==> src/rtl/lirs_pkg.sv <==
// ----------------------------------------------------------------------------
// lirs_pkg
// Shared constants and types for the LIRS replacement policy core.
// ----------------------------------------------------------------------------
`default_nettype none

package lirs_pkg;

	localparam int CACHE_ENTRIES_DEF = 16;
	localparam int STACK_DEPTH_DEF   = 32;
	localparam int KEY_BITS_DEF      = 32;

	localparam int ACCESS_KEY_W = 32;
	localparam int EVICT_KEY_W  = 32;
	localparam int LIMIT_W      = 4;
	localparam int CFG_IDX_W    = 1;
	localparam int CFG_DATA_W   = 4;

	localparam logic [CFG_IDX_W-1:0] REG_LIR_LIMIT = 1'd0;
	localparam logic [CFG_IDX_W-1:0] REG_HIR_LIMIT = 1'd1;

	localparam logic [LIMIT_W-1:0] LIR_LIMIT_RST = 4'd15;
	localparam logic [LIMIT_W-1:0] HIR_LIMIT_RST = 4'd1;

	typedef struct packed {
		logic [LIMIT_W-1:0] lir_limit;
		logic [LIMIT_W-1:0] hir_limit;
	} lirs_cfg_t;

	typedef struct packed {
		logic                   resident_hit;
		logic                   evict_valid;
		logic [EVICT_KEY_W-1:0] evicted_key;
	} lirs_res_t;

endpackage

`default_nettype wire

==> src/rtl/lirs_if.sv <==
// ----------------------------------------------------------------------------
// lirs_access_if / lirs_result_if
// Valid/ready channels for access keys and per-access results.
// ----------------------------------------------------------------------------
`default_nettype none

interface lirs_access_if;
	logic                             valid;
	logic                             ready;
	logic [lirs_pkg::ACCESS_KEY_W-1:0] access_key;

	modport source (output valid, output access_key, input ready);
	modport sink   (input valid, input access_key, output ready);
endinterface

interface lirs_result_if;
	logic                            valid;
	logic                            ready;
	logic                            resident_hit;
	logic                            evict_valid;
	logic [lirs_pkg::EVICT_KEY_W-1:0] evicted_key;

	modport source (output valid, output resident_hit, output evict_valid,
		output evicted_key, input ready);
	modport sink   (input valid, input resident_hit, input evict_valid,
		input evicted_key, output ready);
endinterface

`default_nettype wire

==> src/rtl/lirs_ram.sv <==
// ----------------------------------------------------------------------------
// lirs_ram
// Simple dual-port synchronous RAM, one write and one registered read port.
// ----------------------------------------------------------------------------
`default_nettype none

module lirs_ram #(
	parameter int W = 34,
	parameter int D = 32
) (
	input  wire logic                 clk,
	input  wire logic                 we,
	input  wire logic [$clog2(D)-1:0] waddr,
	input  wire logic [W-1:0]         wdata,
	input  wire logic [$clog2(D)-1:0] raddr,
	output logic      [W-1:0]         rdata
);

	logic [W-1:0] mem [D];

	always_ff @(posedge clk) begin
		if (we) begin
			mem[waddr] <= wdata;
		end
		rdata <= mem[raddr];
	end

endmodule

`default_nettype wire

==> src/rtl/lirs_seq.sv <==
// ----------------------------------------------------------------------------
// lirs_seq
// Sequencer: searches the recency stack and HIR queue, then runs the
// evict / clear / remove / push / demote / prune / queue steps as memory shift loops.
// ----------------------------------------------------------------------------
`default_nettype none

module lirs_seq #(
	parameter int CACHE_ENTRIES = lirs_pkg::CACHE_ENTRIES_DEF,
	parameter int STACK_DEPTH   = lirs_pkg::STACK_DEPTH_DEF,
	parameter int KEY_BITS      = lirs_pkg::KEY_BITS_DEF
) (
	input  wire logic                        clk,
	input  wire logic                        arst_n,
	input  wire lirs_pkg::lirs_cfg_t         cfg,
	input  wire logic                        in_valid,
	input  wire logic [KEY_BITS-1:0]         in_key,
	output logic                             in_ready,
	input  wire logic                        out_free,
	output logic                             done,
	output lirs_pkg::lirs_res_t              res
);
	import lirs_pkg::*;

	localparam int SAW = $clog2(STACK_DEPTH);
	localparam int SCW = $clog2(STACK_DEPTH + 1);
	localparam int QAW = $clog2(CACHE_ENTRIES);
	localparam int QCW = $clog2(CACHE_ENTRIES + 1);
	localparam int IW  = (SCW > QCW) ? SCW : QCW;
	localparam int CW  = (SCW > LIMIT_W) ? SCW : LIMIT_W;
	localparam int HW  = (QCW > LIMIT_W) ? QCW : LIMIT_W;
	localparam int SW  = KEY_BITS + 2;
	localparam int F_RES = KEY_BITS;
	localparam int F_LIR = KEY_BITS + 1;

	// step list, run in this order
	localparam int OP_EV = 0;
	localparam int OP_QR = 1;
	localparam int OP_CL = 2;
	localparam int OP_RM = 3;
	localparam int OP_PS = 4;
	localparam int OP_DM = 5;
	localparam int OP_PR = 6;
	localparam int OP_QP = 7;
	localparam int NOPS  = 8;

	localparam logic [4:0] S_IDLE   = 5'd0;
	localparam logic [4:0] S_SR_RD  = 5'd1;
	localparam logic [4:0] S_SR_CMP = 5'd2;
	localparam logic [4:0] S_DEC    = 5'd3;
	localparam logic [4:0] S_NEXT   = 5'd4;
	localparam logic [4:0] S_EV_RD  = 5'd5;
	localparam logic [4:0] S_EV_WT  = 5'd6;
	localparam logic [4:0] S_QR_RD  = 5'd7;
	localparam logic [4:0] S_QR_WR  = 5'd8;
	localparam logic [4:0] S_CL_RD  = 5'd9;
	localparam logic [4:0] S_CL_CMP = 5'd10;
	localparam logic [4:0] S_RM_RD  = 5'd11;
	localparam logic [4:0] S_RM_WR  = 5'd12;
	localparam logic [4:0] S_PS_CHK = 5'd13;
	localparam logic [4:0] S_VS_RD  = 5'd14;
	localparam logic [4:0] S_VS_CMP = 5'd15;
	localparam logic [4:0] S_PS_RD  = 5'd16;
	localparam logic [4:0] S_PS_WR  = 5'd17;
	localparam logic [4:0] S_DM_RD  = 5'd18;
	localparam logic [4:0] S_DM_CMP = 5'd19;
	localparam logic [4:0] S_QP     = 5'd20;
	localparam logic [4:0] S_PR_RD  = 5'd21;
	localparam logic [4:0] S_PR_CMP = 5'd22;
	localparam logic [4:0] S_DONE   = 5'd23;

	logic [4:0]          state_q, ret_q;
	logic [KEY_BITS-1:0] key_q, ek_q, qp_key_q;
	logic                s_found_q, s_lir_q, q_found_q;
	logic [SCW-1:0]      s_idx_q;
	logic [QCW-1:0]      q_idx_q;
	logic [NOPS-1:0]     ops_q;
	logic                push_lir_q, hit_q, ev_q, rem_lir_q, pass_q;
	logic [SCW-1:0]      sj_q, scount_q, lcount_q;
	logic [QCW-1:0]      qj_q, qcount_q;
	logic [IW-1:0]       si_q;

	logic           s_we, q_we;
	logic [SAW-1:0] s_waddr, s_raddr;
	logic [QAW-1:0] q_waddr, q_raddr;
	logic [SW-1:0]  s_wdata, s_rdata;
	logic [KEY_BITS-1:0] q_wdata, q_rdata;

	lirs_ram #(.W(SW), .D(STACK_DEPTH)) u_stk (
		.clk(clk), .we(s_we), .waddr(s_waddr), .wdata(s_wdata),
		.raddr(s_raddr), .rdata(s_rdata)
	);

	lirs_ram #(.W(KEY_BITS), .D(CACHE_ENTRIES)) u_hq (
		.clk(clk), .we(q_we), .waddr(q_waddr), .wdata(q_wdata),
		.raddr(q_raddr), .rdata(q_rdata)
	);

	logic [SCW-1:0] sj_inc, sj_dec, sc_dec;
	logic [QCW-1:0] qj_inc;
	logic           s_lir_rd, s_res_rd, s_match, q_match;
	logic [CW-1:0]  lir_cap;
	logic           lir_warm, q_full, do_evict;
	logic           case_a, case_b, case_c, case_d, case_e;
	logic           si_in_s, si_in_q;

	assign sj_inc   = sj_q + SCW'(1);
	assign sj_dec   = sj_q - SCW'(1);
	assign sc_dec   = scount_q - SCW'(1);
	assign qj_inc   = qj_q + QCW'(1);
	assign s_lir_rd = s_rdata[F_LIR];
	assign s_res_rd = s_rdata[F_RES];
	assign s_match  = (s_rdata[KEY_BITS-1:0] == key_q);
	assign q_match  = (q_rdata == key_q);
	assign si_in_s  = si_q < IW'(scount_q);
	assign si_in_q  = si_q < IW'(qcount_q);

	assign lir_cap  = (CW'(cfg.lir_limit) < CW'(STACK_DEPTH - 1)) ?
		CW'(cfg.lir_limit) : CW'(STACK_DEPTH - 1);
	assign lir_warm = CW'(lcount_q) < lir_cap;
	assign q_full   = (HW'(qcount_q) >= HW'(cfg.hir_limit)) ||
		(qcount_q >= QCW'(CACHE_ENTRIES));

	assign case_a   = s_found_q && s_lir_q;
	assign case_b   = !case_a && q_found_q && s_found_q;
	assign case_c   = !case_a && q_found_q && !s_found_q;
	assign case_d   = !case_a && !q_found_q && lir_warm;
	assign case_e   = !case_a && !q_found_q && !lir_warm;
	assign do_evict = case_e && q_full && (qcount_q != '0);

	assign in_ready = (state_q == S_IDLE);
	assign done     = (state_q == S_DONE) && out_free;

	always_comb begin
		res.resident_hit = hit_q;
		res.evict_valid  = ev_q;
		res.evicted_key  = ev_q ? EVICT_KEY_W'(ek_q) : '0;
	end

	always_comb begin
		s_we    = 1'b0;
		s_waddr = sj_q[SAW-1:0];
		s_wdata = s_rdata;
		s_raddr = sj_q[SAW-1:0];
		q_we    = 1'b0;
		q_waddr = qj_q[QAW-1:0];
		q_wdata = q_rdata;
		q_raddr = qj_q[QAW-1:0];
		case (state_q)
			S_SR_RD: begin
				s_raddr = si_q[SAW-1:0];
				q_raddr = si_q[QAW-1:0];
			end
			S_EV_RD: q_raddr = '0;
			S_QR_RD: q_raddr = qj_inc[QAW-1:0];
			S_QR_WR: q_we = 1'b1;
			S_CL_CMP: begin
				s_we    = (s_rdata[KEY_BITS-1:0] == ek_q);
				s_wdata = {s_lir_rd, 1'b0, s_rdata[KEY_BITS-1:0]};
			end
			S_RM_RD: s_raddr = sj_inc[SAW-1:0];
			S_RM_WR: s_we = 1'b1;
			S_PS_RD: begin
				s_raddr = sj_dec[SAW-1:0];
				s_we    = (sj_q == '0);
				s_wdata = {push_lir_q, 1'b1, key_q};
			end
			S_PS_WR: s_we = 1'b1;
			S_QP: begin
				q_we    = qcount_q < QCW'(CACHE_ENTRIES);
				q_waddr = qcount_q[QAW-1:0];
				q_wdata = qp_key_q;
			end
			S_PR_RD: s_raddr = sc_dec[SAW-1:0];
			default: ;
		endcase
	end

	always_ff @(posedge clk or negedge arst_n) begin
		if (!arst_n) begin
			state_q  <= S_IDLE;
			ret_q    <= S_NEXT;
			ops_q    <= '0;
			scount_q <= '0;
			lcount_q <= '0;
			qcount_q <= '0;
		end else begin
			case (state_q)
				S_IDLE: begin
					if (in_valid) begin
						key_q     <= in_key;
						ek_q      <= '0;
						s_found_q <= 1'b0;
						q_found_q <= 1'b0;
						si_q      <= '0;
						state_q   <= S_SR_RD;
					end
				end
				S_SR_RD: begin
					if (!si_in_s && !si_in_q) begin
						state_q <= S_DEC;
					end else begin
						state_q <= S_SR_CMP;
					end
				end
				S_SR_CMP: begin
					if (si_in_s && !s_found_q && s_match) begin
						s_found_q <= 1'b1;
						s_idx_q   <= si_q[SCW-1:0];
						s_lir_q   <= s_lir_rd;
					end
					if (si_in_q && !q_found_q && q_match) begin
						q_found_q <= 1'b1;
						q_idx_q   <= si_q[QCW-1:0];
					end
					si_q    <= si_q + IW'(1);
					state_q <= S_SR_RD;
				end
				S_DEC: begin
					hit_q      <= case_a || case_b || case_c;
					ev_q       <= do_evict;
					push_lir_q <= !(case_c || (case_e && !s_found_q));
					ops_q[OP_EV] <= do_evict;
					ops_q[OP_QR] <= case_b || case_c || do_evict;
					ops_q[OP_CL] <= do_evict;
					ops_q[OP_RM] <= case_a || case_b || (s_found_q && (case_d || case_e));
					ops_q[OP_PS] <= 1'b1;
					ops_q[OP_DM] <= (case_b && !lir_warm) || (case_e && s_found_q);
					ops_q[OP_PR] <= case_a || case_b || case_d || (case_e && s_found_q);
					ops_q[OP_QP] <= case_c || (case_e && !s_found_q);
					state_q <= S_NEXT;
				end
				S_NEXT: begin
					ret_q <= S_NEXT;
					if (ops_q[OP_EV]) begin
						ops_q[OP_EV] <= 1'b0;
						state_q      <= S_EV_RD;
					end else if (ops_q[OP_QR]) begin
						ops_q[OP_QR] <= 1'b0;
						qj_q         <= ev_q ? '0 : q_idx_q;
						state_q      <= S_QR_RD;
					end else if (ops_q[OP_CL]) begin
						ops_q[OP_CL] <= 1'b0;
						sj_q         <= '0;
						state_q      <= S_CL_RD;
					end else if (ops_q[OP_RM]) begin
						ops_q[OP_RM] <= 1'b0;
						sj_q         <= s_idx_q;
						rem_lir_q    <= s_lir_q;
						state_q      <= S_RM_RD;
					end else if (ops_q[OP_PS]) begin
						ops_q[OP_PS] <= 1'b0;
						state_q      <= S_PS_CHK;
					end else if (ops_q[OP_DM]) begin
						ops_q[OP_DM] <= 1'b0;
						sj_q         <= sc_dec;
						state_q      <= S_DM_RD;
					end else if (ops_q[OP_PR]) begin
						ops_q[OP_PR] <= 1'b0;
						state_q      <= S_PR_RD;
					end else if (ops_q[OP_QP]) begin
						ops_q[OP_QP] <= 1'b0;
						qp_key_q     <= key_q;
						state_q      <= S_QP;
					end else begin
						state_q <= S_DONE;
					end
				end
				S_EV_RD: state_q <= S_EV_WT;
				S_EV_WT: begin
					ek_q    <= q_rdata;
					state_q <= S_NEXT;
				end
				S_QR_RD: begin
					if (qj_inc >= qcount_q) begin
						qcount_q <= qcount_q - QCW'(1);
						state_q  <= S_NEXT;
					end else begin
						state_q <= S_QR_WR;
					end
				end
				S_QR_WR: begin
					qj_q    <= qj_inc;
					state_q <= S_QR_RD;
				end
				S_CL_RD: begin
					state_q <= (sj_q >= scount_q) ? S_NEXT : S_CL_CMP;
				end
				S_CL_CMP: begin
					if (s_rdata[KEY_BITS-1:0] == ek_q) begin
						state_q <= S_NEXT;
					end else begin
						sj_q    <= sj_inc;
						state_q <= S_CL_RD;
					end
				end
				S_RM_RD: begin
					if (sj_inc >= scount_q) begin
						scount_q <= sc_dec;
						if (rem_lir_q) begin
							lcount_q <= lcount_q - SCW'(1);
						end
						state_q <= ret_q;
					end else begin
						state_q <= S_RM_WR;
					end
				end
				S_RM_WR: begin
					sj_q    <= sj_inc;
					state_q <= S_RM_RD;
				end
				S_PS_CHK: begin
					if (scount_q >= SCW'(STACK_DEPTH)) begin
						pass_q  <= 1'b0;
						sj_q    <= sc_dec;
						state_q <= S_VS_RD;
					end else begin
						sj_q    <= scount_q;
						state_q <= S_PS_RD;
					end
				end
				S_VS_RD: state_q <= S_VS_CMP;
				S_VS_CMP: begin
					// full stack: drop oldest non-resident, else oldest HIR, else bottom
					if ((!pass_q && !s_res_rd) || (pass_q && !s_lir_rd)) begin
						rem_lir_q <= s_lir_rd;
						ret_q     <= S_PS_CHK;
						state_q   <= S_RM_RD;
					end else if (sj_q == '0) begin
						sj_q <= sc_dec;
						if (!pass_q) begin
							pass_q  <= 1'b1;
							state_q <= S_VS_RD;
						end else begin
							rem_lir_q <= 1'b1;
							ret_q     <= S_PS_CHK;
							state_q   <= S_RM_RD;
						end
					end else begin
						sj_q    <= sj_dec;
						state_q <= S_VS_RD;
					end
				end
				S_PS_RD: begin
					if (sj_q == '0) begin
						scount_q <= scount_q + SCW'(1);
						if (push_lir_q) begin
							lcount_q <= lcount_q + SCW'(1);
						end
						state_q <= S_NEXT;
					end else begin
						state_q <= S_PS_WR;
					end
				end
				S_PS_WR: begin
					sj_q    <= sj_dec;
					state_q <= S_PS_RD;
				end
				S_DM_RD: begin
					// the top entry is never demoted
					state_q <= (sj_q == '0) ? S_NEXT : S_DM_CMP;
				end
				S_DM_CMP: begin
					if (s_lir_rd) begin
						qp_key_q  <= s_rdata[KEY_BITS-1:0];
						rem_lir_q <= 1'b1;
						ret_q     <= S_QP;
						state_q   <= S_RM_RD;
					end else begin
						sj_q    <= sj_dec;
						state_q <= S_DM_RD;
					end
				end
				S_QP: begin
					if (qcount_q < QCW'(CACHE_ENTRIES)) begin
						qcount_q <= qcount_q + QCW'(1);
					end
					state_q <= S_NEXT;
				end
				S_PR_RD: begin
					state_q <= (scount_q == '0) ? S_NEXT : S_PR_CMP;
				end
				S_PR_CMP: begin
					if (!s_lir_rd) begin
						sj_q      <= sc_dec;
						rem_lir_q <= 1'b0;
						ret_q     <= S_PR_RD;
						state_q   <= S_RM_RD;
					end else begin
						state_q <= S_NEXT;
					end
				end
				S_DONE: begin
					if (out_free) begin
						state_q <= S_IDLE;
					end
				end
				default: state_q <= S_IDLE;
			endcase
		end
	end

endmodule

`default_nettype wire

==> src/rtl/lirs_replacement_policy_core.sv <==
// Operation: a search of the stack and queue over the larger of their fills, then a decode,
//   then each evict/clear/remove/push/demote/prune/queue step scans or shifts its entries.
// One access at a time; the next is taken only once the result has been registered.
// Reset: counts cleared (empty stack and queue), lir_limit=15, hir_limit=1;
//   RAM contents are not cleared and no clearing pass is run.
// ----------------------------------------------------------------------------
// lirs_replacement_policy_core
// LIRS replacement policy for a small fully associative cache.
// ----------------------------------------------------------------------------
`default_nettype none

module lirs_replacement_policy_core #(
	parameter int CACHE_ENTRIES = lirs_pkg::CACHE_ENTRIES_DEF,
	parameter int STACK_DEPTH   = lirs_pkg::STACK_DEPTH_DEF,
	parameter int KEY_BITS      = lirs_pkg::KEY_BITS_DEF
) (
	input  wire logic                           clk,
	input  wire logic                           arst_n,
	lirs_access_if.sink                         acc,
	lirs_result_if.source                       res,
	input  wire logic                           cfg_we,
	input  wire logic [lirs_pkg::CFG_IDX_W-1:0]  cfg_idx,
	input  wire logic [lirs_pkg::CFG_DATA_W-1:0] cfg_wdata
);
	import lirs_pkg::*;

	lirs_cfg_t cfg_q;
	lirs_res_t res_q, seq_res;
	logic      res_valid_q, out_free, seq_done;

	always_ff @(posedge clk or negedge arst_n) begin
		if (!arst_n) begin
			cfg_q.lir_limit <= LIR_LIMIT_RST;
			cfg_q.hir_limit <= HIR_LIMIT_RST;
		end else if (cfg_we) begin
			case (cfg_idx)
				REG_LIR_LIMIT: cfg_q.lir_limit <= cfg_wdata[LIMIT_W-1:0];
				REG_HIR_LIMIT: cfg_q.hir_limit <= cfg_wdata[LIMIT_W-1:0];
				default: ;
			endcase
		end
	end

	assign out_free = !res_valid_q || res.ready;

	lirs_seq #(
		.CACHE_ENTRIES(CACHE_ENTRIES),
		.STACK_DEPTH(STACK_DEPTH),
		.KEY_BITS(KEY_BITS)
	) u_seq (
		.clk(clk),
		.arst_n(arst_n),
		.cfg(cfg_q),
		.in_valid(acc.valid),
		.in_key(KEY_BITS'(acc.access_key)),
		.in_ready(acc.ready),
		.out_free(out_free),
		.done(seq_done),
		.res(seq_res)
	);

	always_ff @(posedge clk or negedge arst_n) begin
		if (!arst_n) begin
			res_valid_q <= 1'b0;
		end else if (seq_done) begin
			res_valid_q <= 1'b1;
		end else if (res.ready) begin
			res_valid_q <= 1'b0;
		end
	end

	always_ff @(posedge clk) begin
		if (seq_done) begin
			res_q <= seq_res;
		end
	end

	assign res.valid        = res_valid_q;
	assign res.resident_hit = res_q.resident_hit;
	assign res.evict_valid  = res_q.evict_valid;
	assign res.evicted_key  = res_q.evicted_key;

endmodule

`default_nettype wire

==> src/flat_wrapper.sv <==
// flat-port wrapper written by rule: the top's interface ports become plain ports
module lirs_replacement_policy_core_flat import lirs_pkg::*;
#(
	parameter int CACHE_ENTRIES = lirs_pkg::CACHE_ENTRIES_DEF,
	parameter int STACK_DEPTH   = lirs_pkg::STACK_DEPTH_DEF,
	parameter int KEY_BITS      = lirs_pkg::KEY_BITS_DEF
)
  (clk, arst_n, cfg_we, cfg_idx, cfg_wdata, acc_valid, acc_access_key, acc_ready, res_valid, res_resident_hit, res_evict_valid, res_evicted_key, res_ready);
  lirs_access_if acc_i ();
  lirs_result_if res_i ();
  input  wire logic clk;
  input  wire logic arst_n;
  input  wire logic cfg_we;
  input  wire logic [lirs_pkg::CFG_IDX_W-1:0] cfg_idx;
  input  wire logic [lirs_pkg::CFG_DATA_W-1:0] cfg_wdata;
  input wire logic [$bits(acc_i.valid)-1:0] acc_valid;
  input wire logic [$bits(acc_i.access_key)-1:0] acc_access_key;
  output wire logic [$bits(acc_i.ready)-1:0] acc_ready;
  output wire logic [$bits(res_i.valid)-1:0] res_valid;
  output wire logic [$bits(res_i.resident_hit)-1:0] res_resident_hit;
  output wire logic [$bits(res_i.evict_valid)-1:0] res_evict_valid;
  output wire logic [$bits(res_i.evicted_key)-1:0] res_evicted_key;
  input wire logic [$bits(res_i.ready)-1:0] res_ready;
  assign acc_i.valid = acc_valid;
  assign acc_i.access_key = acc_access_key;
  assign acc_ready = acc_i.ready;
  assign res_valid = res_i.valid;
  assign res_resident_hit = res_i.resident_hit;
  assign res_evict_valid = res_i.evict_valid;
  assign res_evicted_key = res_i.evicted_key;
  assign res_i.ready = res_ready;
  lirs_replacement_policy_core #(.CACHE_ENTRIES(CACHE_ENTRIES), .STACK_DEPTH(STACK_DEPTH), .KEY_BITS(KEY_BITS)) u_core (.clk(clk), .arst_n(arst_n), .acc(acc_i), .res(res_i), .cfg_we(cfg_we), .cfg_idx(cfg_idx), .cfg_wdata(cfg_wdata));
endmodule
==> config.mk <==
export PLATFORM = sky130hd
export DESIGN_NAME = lirs_replacement_policy_core_flat
export DESIGN_NICKNAME = d
export VERILOG_FILES = /design/src/rtl/lirs_pkg.sv /design/src/rtl/lirs_if.sv /design/src/rtl/lirs_ram.sv /design/src/rtl/lirs_seq.sv /design/src/rtl/lirs_replacement_policy_core.sv /design/src/flat_wrapper.sv
export SDC_FILE = /design/constraint.sdc
export NUM_CORES = 2
export LEC_CHECK = 0
export ABC_AREA = 1
export ABC_CLOCK_PERIOD_IN_PS = 3800
export BUFFER_PORTS_ARGS = -buffer_cell sky130_fd_sc_hd__buf_2
export CORE_UTILIZATION = 59
export CTS_BUF_LIST = sky130_fd_sc_hd__clkbuf_4 sky130_fd_sc_hd__clkbuf_8
export DETAILED_ROUTE_END_ITERATION = 6
export PLACE_DENSITY = 0.8
export REMOVE_ABC_BUFFERS = 1
export SKIP_CTS_REPAIR_TIMING = 1
export SYNTH_ARGS = -nofsm -noshare
export SYNTH_HDL_FRONTEND = slang
export SYNTH_HIERARCHICAL = 1
export SYNTH_SLANG_ARGS = --single-unit
==> constraint.sdc <==
create_clock -name clk -period 3.8 [get_ports clk]
set_input_delay 0.19 -clock clk [delete_from_list [all_inputs] [get_ports clk]]
set_output_delay 0.19 -clock clk [all_outputs]
set_load 0.05 [all_outputs]
# [Word-level counts from Yosys, hierarchy flattened]
# Memory sizes are Yosys's and may differ from the RTL's. A register that Yosys moved wholly into a read port is not among the register bits.
# Index checks and enable logic that the tools add are counted.
[totals] mem_count=2 word_cells=317 register_bits=210 ramBits=1600 input_bits=42
[memory_table] name="u_core.u_seq.u_stk.mem" words=32 width=34 read_ports=1 rd_ports_with_merged_regs=1 wr=1 line="lirs_ram.sv:19" text="logic [W-1:0] mem [D];"
[memory_table] name="u_core.u_seq.u_hq.mem" words=16 width=32 read_ports=1 rd_ports_with_merged_regs=1 wr=1 line="lirs_ram.sv:19"
[op_classes] mux=113 reduce_logical=89 eq_ne=57 n_bitwise=1 addsub=10 magnitude_cmp=10
[ops] op="2-to-1 mux 32 bit" n=11
[ops] op="2-to-1 mux 5 bit" n=26
[ops] op="one-hot mux 32 bit (2 select lines)" n=2
[ops] op="2-to-1 mux 6 bit" n=20
[ops] op="one-hot mux 5 bit (22 select lines)" n=1
[ops] op="== test 32 bit" n=3
[ops] op="one-hot mux 34 bit (2 select lines)" n=1
[ops] op="!= test 2 bit (second input constant)" n=26
[ops] op="one-hot mux 6 bit (8 select lines)" n=1
[ops] op="== test 5 x 4 -> 1 bit (second input constant)" n=8
[ops] op="== test 5 bit (second input constant)" n=8
[ops] op="one-hot mux 5 bit (4 select lines)" n=2
[ops] op="one-hot mux 6 bit (2 select lines)" n=3
[ops] op="adder 6 x 1 -> 6 bit (second input constant)" n=4
[ops] op="2-to-1 mux 4 bit" n=6
[ops] op="AND reduction 3 bit" n=8
[ops] op="2-to-1 mux 1 bit" n=23
[ops] op="logical AND 1 bit" n=21
[ops] op="== test 5 x 3 -> 1 bit (second input constant)" n=4
[ops] op="one-hot mux 5 bit (2 select lines)" n=2
[ops] op="AND reduction 10 bit" n=2
[ops] op="AND reduction 5 bit" n=4
[ops] op="nonzero test 2 bit" n=9
[ops] op="subtractor 6 x 1 -> 6 bit (second input constant)" n=3
[ops] op="other kinds (40)" n=82

# [Logic depth before layout (Yosys ltp)]
[depth] ltp_word=9 mapped_depth=22

# [Hierarchy]
# The synthesis kept the hierarchy.
[modules_own_cells] module="lirs_ram at u_core.u_seq.u_stk" n_inst=1 area_each_um2=44662.8 cells_per_inst=3754
[modules_own_cells] module="lirs_ram at u_core.u_seq.u_hq" n_inst=1 area_each_um2=22731.8 cells_per_inst=2122
[modules_own_cells] module="lirs_seq" n_inst=1 area_each_um2=11168.2 cells_per_inst=1448
[modules_own_cells] module="lirs_replacement_policy_core" n_inst=1 area_each_um2=1402.6 cells_per_inst=74

# [Worst setup path before layout]
# Ideal clock, no wire load.
[synth_timing] path_kind="reg2reg" startpoint="register u_core.u_seq.state_q[3]" endpoint="register u_core.u_seq.ek_q[0] (enable)" required_ns=3.368 stages_incl_launch_ff=6 setup_ns=0.432 arrival_ns=3.718 setup_slack_ns=-0.349 synth_period_minus_slack_ns=4.149 path_cell_list="dfrtp_1 > nor2_2 > nand2_1 > nor3_1 > nand2_1 > a21oi_1"
[synth_via] elab_chain_cells=3 word_cells_on_any_way=5 cone_classes="eq/ne (2); reduce/logical (3)"
[synth_rtl] item="start, declared" line="lirs_seq.sv:72" text="logic [4:0] state_q, ret_q;"
[synth_rtl] item="start signal, assigned" line="lirs_seq.sv:287" text="state_q <= (sj_q >= scount_q) ? S_NEXT : S_CL_CMP;"
[synth_rtl] item="start signal, assigned" line="lirs_seq.sv:303" text="state_q <= ret_q;"
[synth_rtl] item="logical NOT 5 bit *"
[synth_rtl] item="via acc_ready" line="flat_wrapper.sv:18" text="output wire logic [$bits(acc_i.ready)-1:0] acc_ready;"
[synth_rtl] item="!= test 2 bit (no source line) / nonzero test 2 bit (equally long branches)"
[synth_rtl] item="AND reduction 3 bit (no source line) *"
[synth_rtl] item="end signal, assigned" line="lirs_seq.sv:271" text="ek_q <= q_rdata;"
[synth_rtl] item="end, declared" line="lirs_seq.sv:73" text="logic [KEY_BITS-1:0] key_q, ek_q, qp_key_q;"
# Mark *: on every way through the listed nets, which the timed path passes. The rest lies on a longest branch.
# A chain may end at the register's enable or synchronous reset.

# [Worst setup path after layout]
[layout_timing] startpoint="register u_core.u_seq.u_stk.rdata[17] (read register of u_core.u_seq.u_stk.mem)" endpoint="memory u_core.u_seq.u_stk.mem[0][32] (enable)"
[layout_via] elab_chain_cells=4
[layout_rtl] item="start, declared" line="lirs_ram.sv:16" text="output logic [W-1:0] rdata"
[layout_rtl] item="== test 32 bit" line="lirs_seq.sv:158" text="s_we = (s_rdata[KEY_BITS-1:0] == ek_q);"
[layout_rtl] item="one-hot mux 1 bit (3 select lines)" line="lirs_seq.sv:149" text="case (state_q)"
[layout_rtl] item="via u_core.u_seq.s_we" line="lirs_seq.sv:83" text="logic s_we, q_we;"
[layout_rtl] item="2-to-1 mux 1 bit" line="lirs_ram.sv:22" text="if (we) begin"
[layout_rtl] item="2-to-1 mux 1 bit (implied by the code)" line="lirs_ram.sv:23" text="mem[waddr] <= wdata;"
[layout_rtl] item="end, declared" line="lirs_ram.sv:19"
# The timed path passes the listed nets, and every way through them passes these cells.

==> flow_summary.ini <==
[sta]
fin_crit_sh_pct = 94.3
rsz0062_at_grt = no
max_slew.worst_pin.slew_ns = 1.32
layout_setup_ws_ns = 0.218
hold_viol_final = 0
setup_viol = 0
final.min_clock_period_ns = 3.58
holdWs_ns = 0.0700
skew_ns = 0.0917
relSlewSlack_pct = 12.2
fmax_ghz = 0.279
final_max_slew_viol_count = 0

[logic_synthesis]
syn_avg_cell_area_sq_um = 10.8
ys_seq_area_share_pct = 69.3
yosys.area.top_type_share_pct = 66.3
syn_area_sq_um = 80000
ys_warn_count = 6
synth_top_cell_by_area = edfxtp_1
synth_cells = 7398
synth-seq-cells = 1874
synth.distinct_cells = 50
synth_area_leaders = edfxtp_1 (66%), nand2_1 (12%), nand3_1 (8.0%), inv_1 (2.9%), dfxtp_1 (1.7%)

[floorplan]
rows = 134
die-height_um = 370
ios = 78
die_w_um = 370
core_area_sq_um = 134000
die_area_sq_um = 137000
start_util_pct = 59.7

[global_routing]
track_usage_pct = 32.9
grt_overflow = 0
grt_antenna_before_repair = 6
grt_pass1_wl_um = 334000
grt_start_max_net_pins = 139
first_global_vias = 55900

[critical_path]
crit_chain = inv_1, nand2_1, nand4_1, nor2_1, nand2_1, nor2_1, nand3_1, nand4_1, nand3_1, buf_4, nor2_4, buf_4
rr_startpoint = u_core/u_seq/u_stk/rdata[17]$_DFF_P_
cp-start-kind = flop
worstPathRequired_ns = 4.40
rrSetupSlack_ns = 0.22
crit_type = flop to flop
crit_fanout = 21
slowest_delay_ns = 0.55
arrival_ns = 4.19
endpoint_kind = flop
cp_slowest_cell = dfxtp_1
cp-startpoint = u_core/u_seq/u_stk/rdata[17]$_DFF_P_

[layout]
fin_nets = 7829
area_growth_pct = 13.1
fin_area_sq_um = 90400
fin_cells = 9734
drive_gt1_share_pct = 12.0

[placed_design]
place_congestion = 0.947
dp_cells = 9118
place_ws_ns = 0.387
placed_cell_area_sq_um = 83700
dp_hpwl_um = 131000
io_buffers = 77

[clock_network]
clock-root-buffer = clkbuf_8
cts.reportedPaths.clkPinSlew_ns = 0.06
tritoncts = done
cts.sinks = 1874
clockBufferDepth = 4
numCtsBuffers = 310
clk_latency_ns = 1.04
htreeDepth = 5

[worst_hold_path]
holdCritPathClass = input port to async pin

[power_and_ir_drop]
power.density_nw_per_um2 = 800
power_w = 0.0724
p_leak_nw = 36.1
ir_drop_mv = 0.709

[drt]
num_vias = 58300
wl_um = 228000
avgRoutedWirePerCell_um = 23.4
first_iter_violations = 8683
postRouteAntennaNets = 0
drcViolationCount = 0
vias_per_cell = 5.99
drt_first_pass_iters = 6

[run]
cap_violations = 0

[status]
outcome = finished clean
[layer usage]
layer / global-route usage [%] / up-vias / share of wire (%)
met3: 8.93 / 841 / 14
met1: 42.6 / 27400 / 35
met2: 50.0 / 4397 / 45
met4: 20.0 / 6 / 6.4
met5: 0 / - / 0.018
li1: - / 25700 / -
[cell type report]
cell class                 instances  area (sq um)
tap                             1768          2210
fill                            9104         43500
clock buffer                     447          5460
inverter                         630          2390
timing repair buffer             403          3790
antenna                            3          7.51
multi-input combinational       4518         20600
sequential                      1874         55400
clock inverter                    91           529
[Yosys cell counts, drive strengths merged]
master	count
nand2	2602
edfxtp	1766
nand3	1288
inv	629
buf	294
nor2	198
o21ai	173
clkbuf	82
dfxtp	66
xnor2	57
ha	48
dfrtp	37
a21oi	34
xor2	28
nor3	21
nand4	18
o22ai	12
o211ai	9
dfstp	5
a211oi	4
or2	4
a21boi	3
a31oi	3
o2111ai	3
a221o	2
fa	2
nand3b	2
nor3b	2
o21bai	2
a22o	1
a31o	1
and2	1
clkinv	1
[worst paths after layout]
| path | endpoint | depth (start not counted) |
|---|---|---|
| worst max register to register | u_core/u_seq/u_stk/mem[0][32]$_DFFE_PP_ | 12 |
| max in group asynchronous | u_core/u_seq/scount_q[2]$_DFFE_PN0P_ | 3 |
| min in group clk | u_core/u_seq/key_q[14]$_DFFE_PP_ | 2 |
| worst min-delay path | u_core/u_seq/lcount_q[1]$_DFFE_PN0P_ | 3 |
| worst min register to register | u_core/u_seq/ret_q[3]$_DFFE_PN0P_ | 2 |
| worst max-delay path | u_core/u_seq/u_stk/mem[0][32]$_DFFE_PP_ | 12 |
[cell usage in the layout, fill, tap and decap left out, types with 4 or more instances in the layout]
| master | count |
|---|---|
| a211oi_1 | 4 |
| a21oi_1 | 32 |
| buf_12 | 61 |
| buf_2 | 77 |
| buf_4 | 190 |
| bufinv_16 | 5 |
| clkbuf_4 | 110 |
| clkbuf_8 | 337 |
| clkinv_1 | 57 |
| clkinv_2 | 24 |
| clkinvlp_4 | 6 |
| dfrtp_1 | 37 |
| dfstp_2 | 5 |
| dfxtp_1 | 66 |
| dlygate4sd3_1 | 74 |
| edfxtp_1 | 1766 |
| ha_1 | 48 |
| inv_1 | 614 |
| inv_2 | 9 |
| nand2_1 | 2586 |
| nand2_2 | 14 |
| nand3_1 | 1285 |
| nand4_1 | 18 |
| nor2_1 | 140 |
| nor2_2 | 6 |
| nor2_4 | 51 |
| nor3_1 | 20 |
| o211ai_1 | 9 |
| o21ai_0 | 134 |
| o21ai_1 | 6 |
| o21ai_2 | 30 |
| o22ai_1 | 12 |
| xnor2_1 | 57 |
| xor2_1 | 28 |
[flip-flops by register name, summed over array words and instances (netlist names), 3 cells and up]
| name | flops |
|---|---|
| u_core/cfg_q | 8 |
| u_core/u_seq/lcount_q | 6 |
| u_core/u_seq/key_q | 32 |
| u_core/u_seq/qp_key_q | 32 |
| u_core/u_seq/ek_q | 32 |
| u_core/u_seq/u_hq/rdata | 32 |
| u_core/u_seq/q_idx_q | 5 |
| u_core/u_seq/ret_q | 3 |
| u_core/u_seq/u_stk/mem | 1088 |
| u_core/u_seq/qj_q | 5 |
| u_core/u_seq/state_q | 5 |
| u_core/res.evicted_key | 32 |
| u_core/u_seq/ops_q | 8 |
| u_core/u_seq/u_stk/rdata | 34 |
| u_core/u_seq/u_hq/mem | 512 |
| u_core/u_seq/si_q | 6 |
| u_core/u_seq/qcount_q | 5 |
| u_core/u_seq/scount_q | 6 |
| u_core/u_seq/s_idx_q | 6 |
| u_core/u_seq/sj_q | 6 |
[logic make-up (layout without fill, tap and decap cells)]
| logic type | Yosys count | count (layout) | share of synthesized area, % |
|---|---|---|---|
| other | 0 | 3 | 0 |
| xor gates and xnor gates | 85 | 85 | 0.931 |
| AOI/OAI and AO/OA | 247 | 247 | 1.67 |
| buffers and inverters | 1006 | 1571 | 5.62 |
| and+or+nand+nor | 4136 | 4136 | 21.7 |
| DFF | 1874 | 1874 | 69.3 |
| adders and majority gates | 50 | 50 | 0.801 |
[where the power goes]
part	leakage (nW)	switching [W]	internal [W]
Sequential	17.1	0.00122	0.0262
Combinational	15.8	0.0197	0.00797
Clock	3.18	0.00777	0.00953
Total	36.1	0.0287	0.0437
[stage by stage]
| step | utilization (%) | TNS (ns) |
|---|---|---|
| finish | 67.5 | 0 |
| global placement | 62.5 | 0 |
| global route | 67.5 | 0 |
| floorplan | - | -2164.23 |
| detailed placement | 62.5 | 0 |
| CTS | 66.9 | 0 |
[worst max-delay path, delay by kind of cell, from the launching register on]
family / cells / cell delay (ns)
and+or+nand+nor: 9 / 1.57
buffers and inverters: 3 / 1.00
DFF: 1 / 0.55
Power figures use the tool's default switching activity.
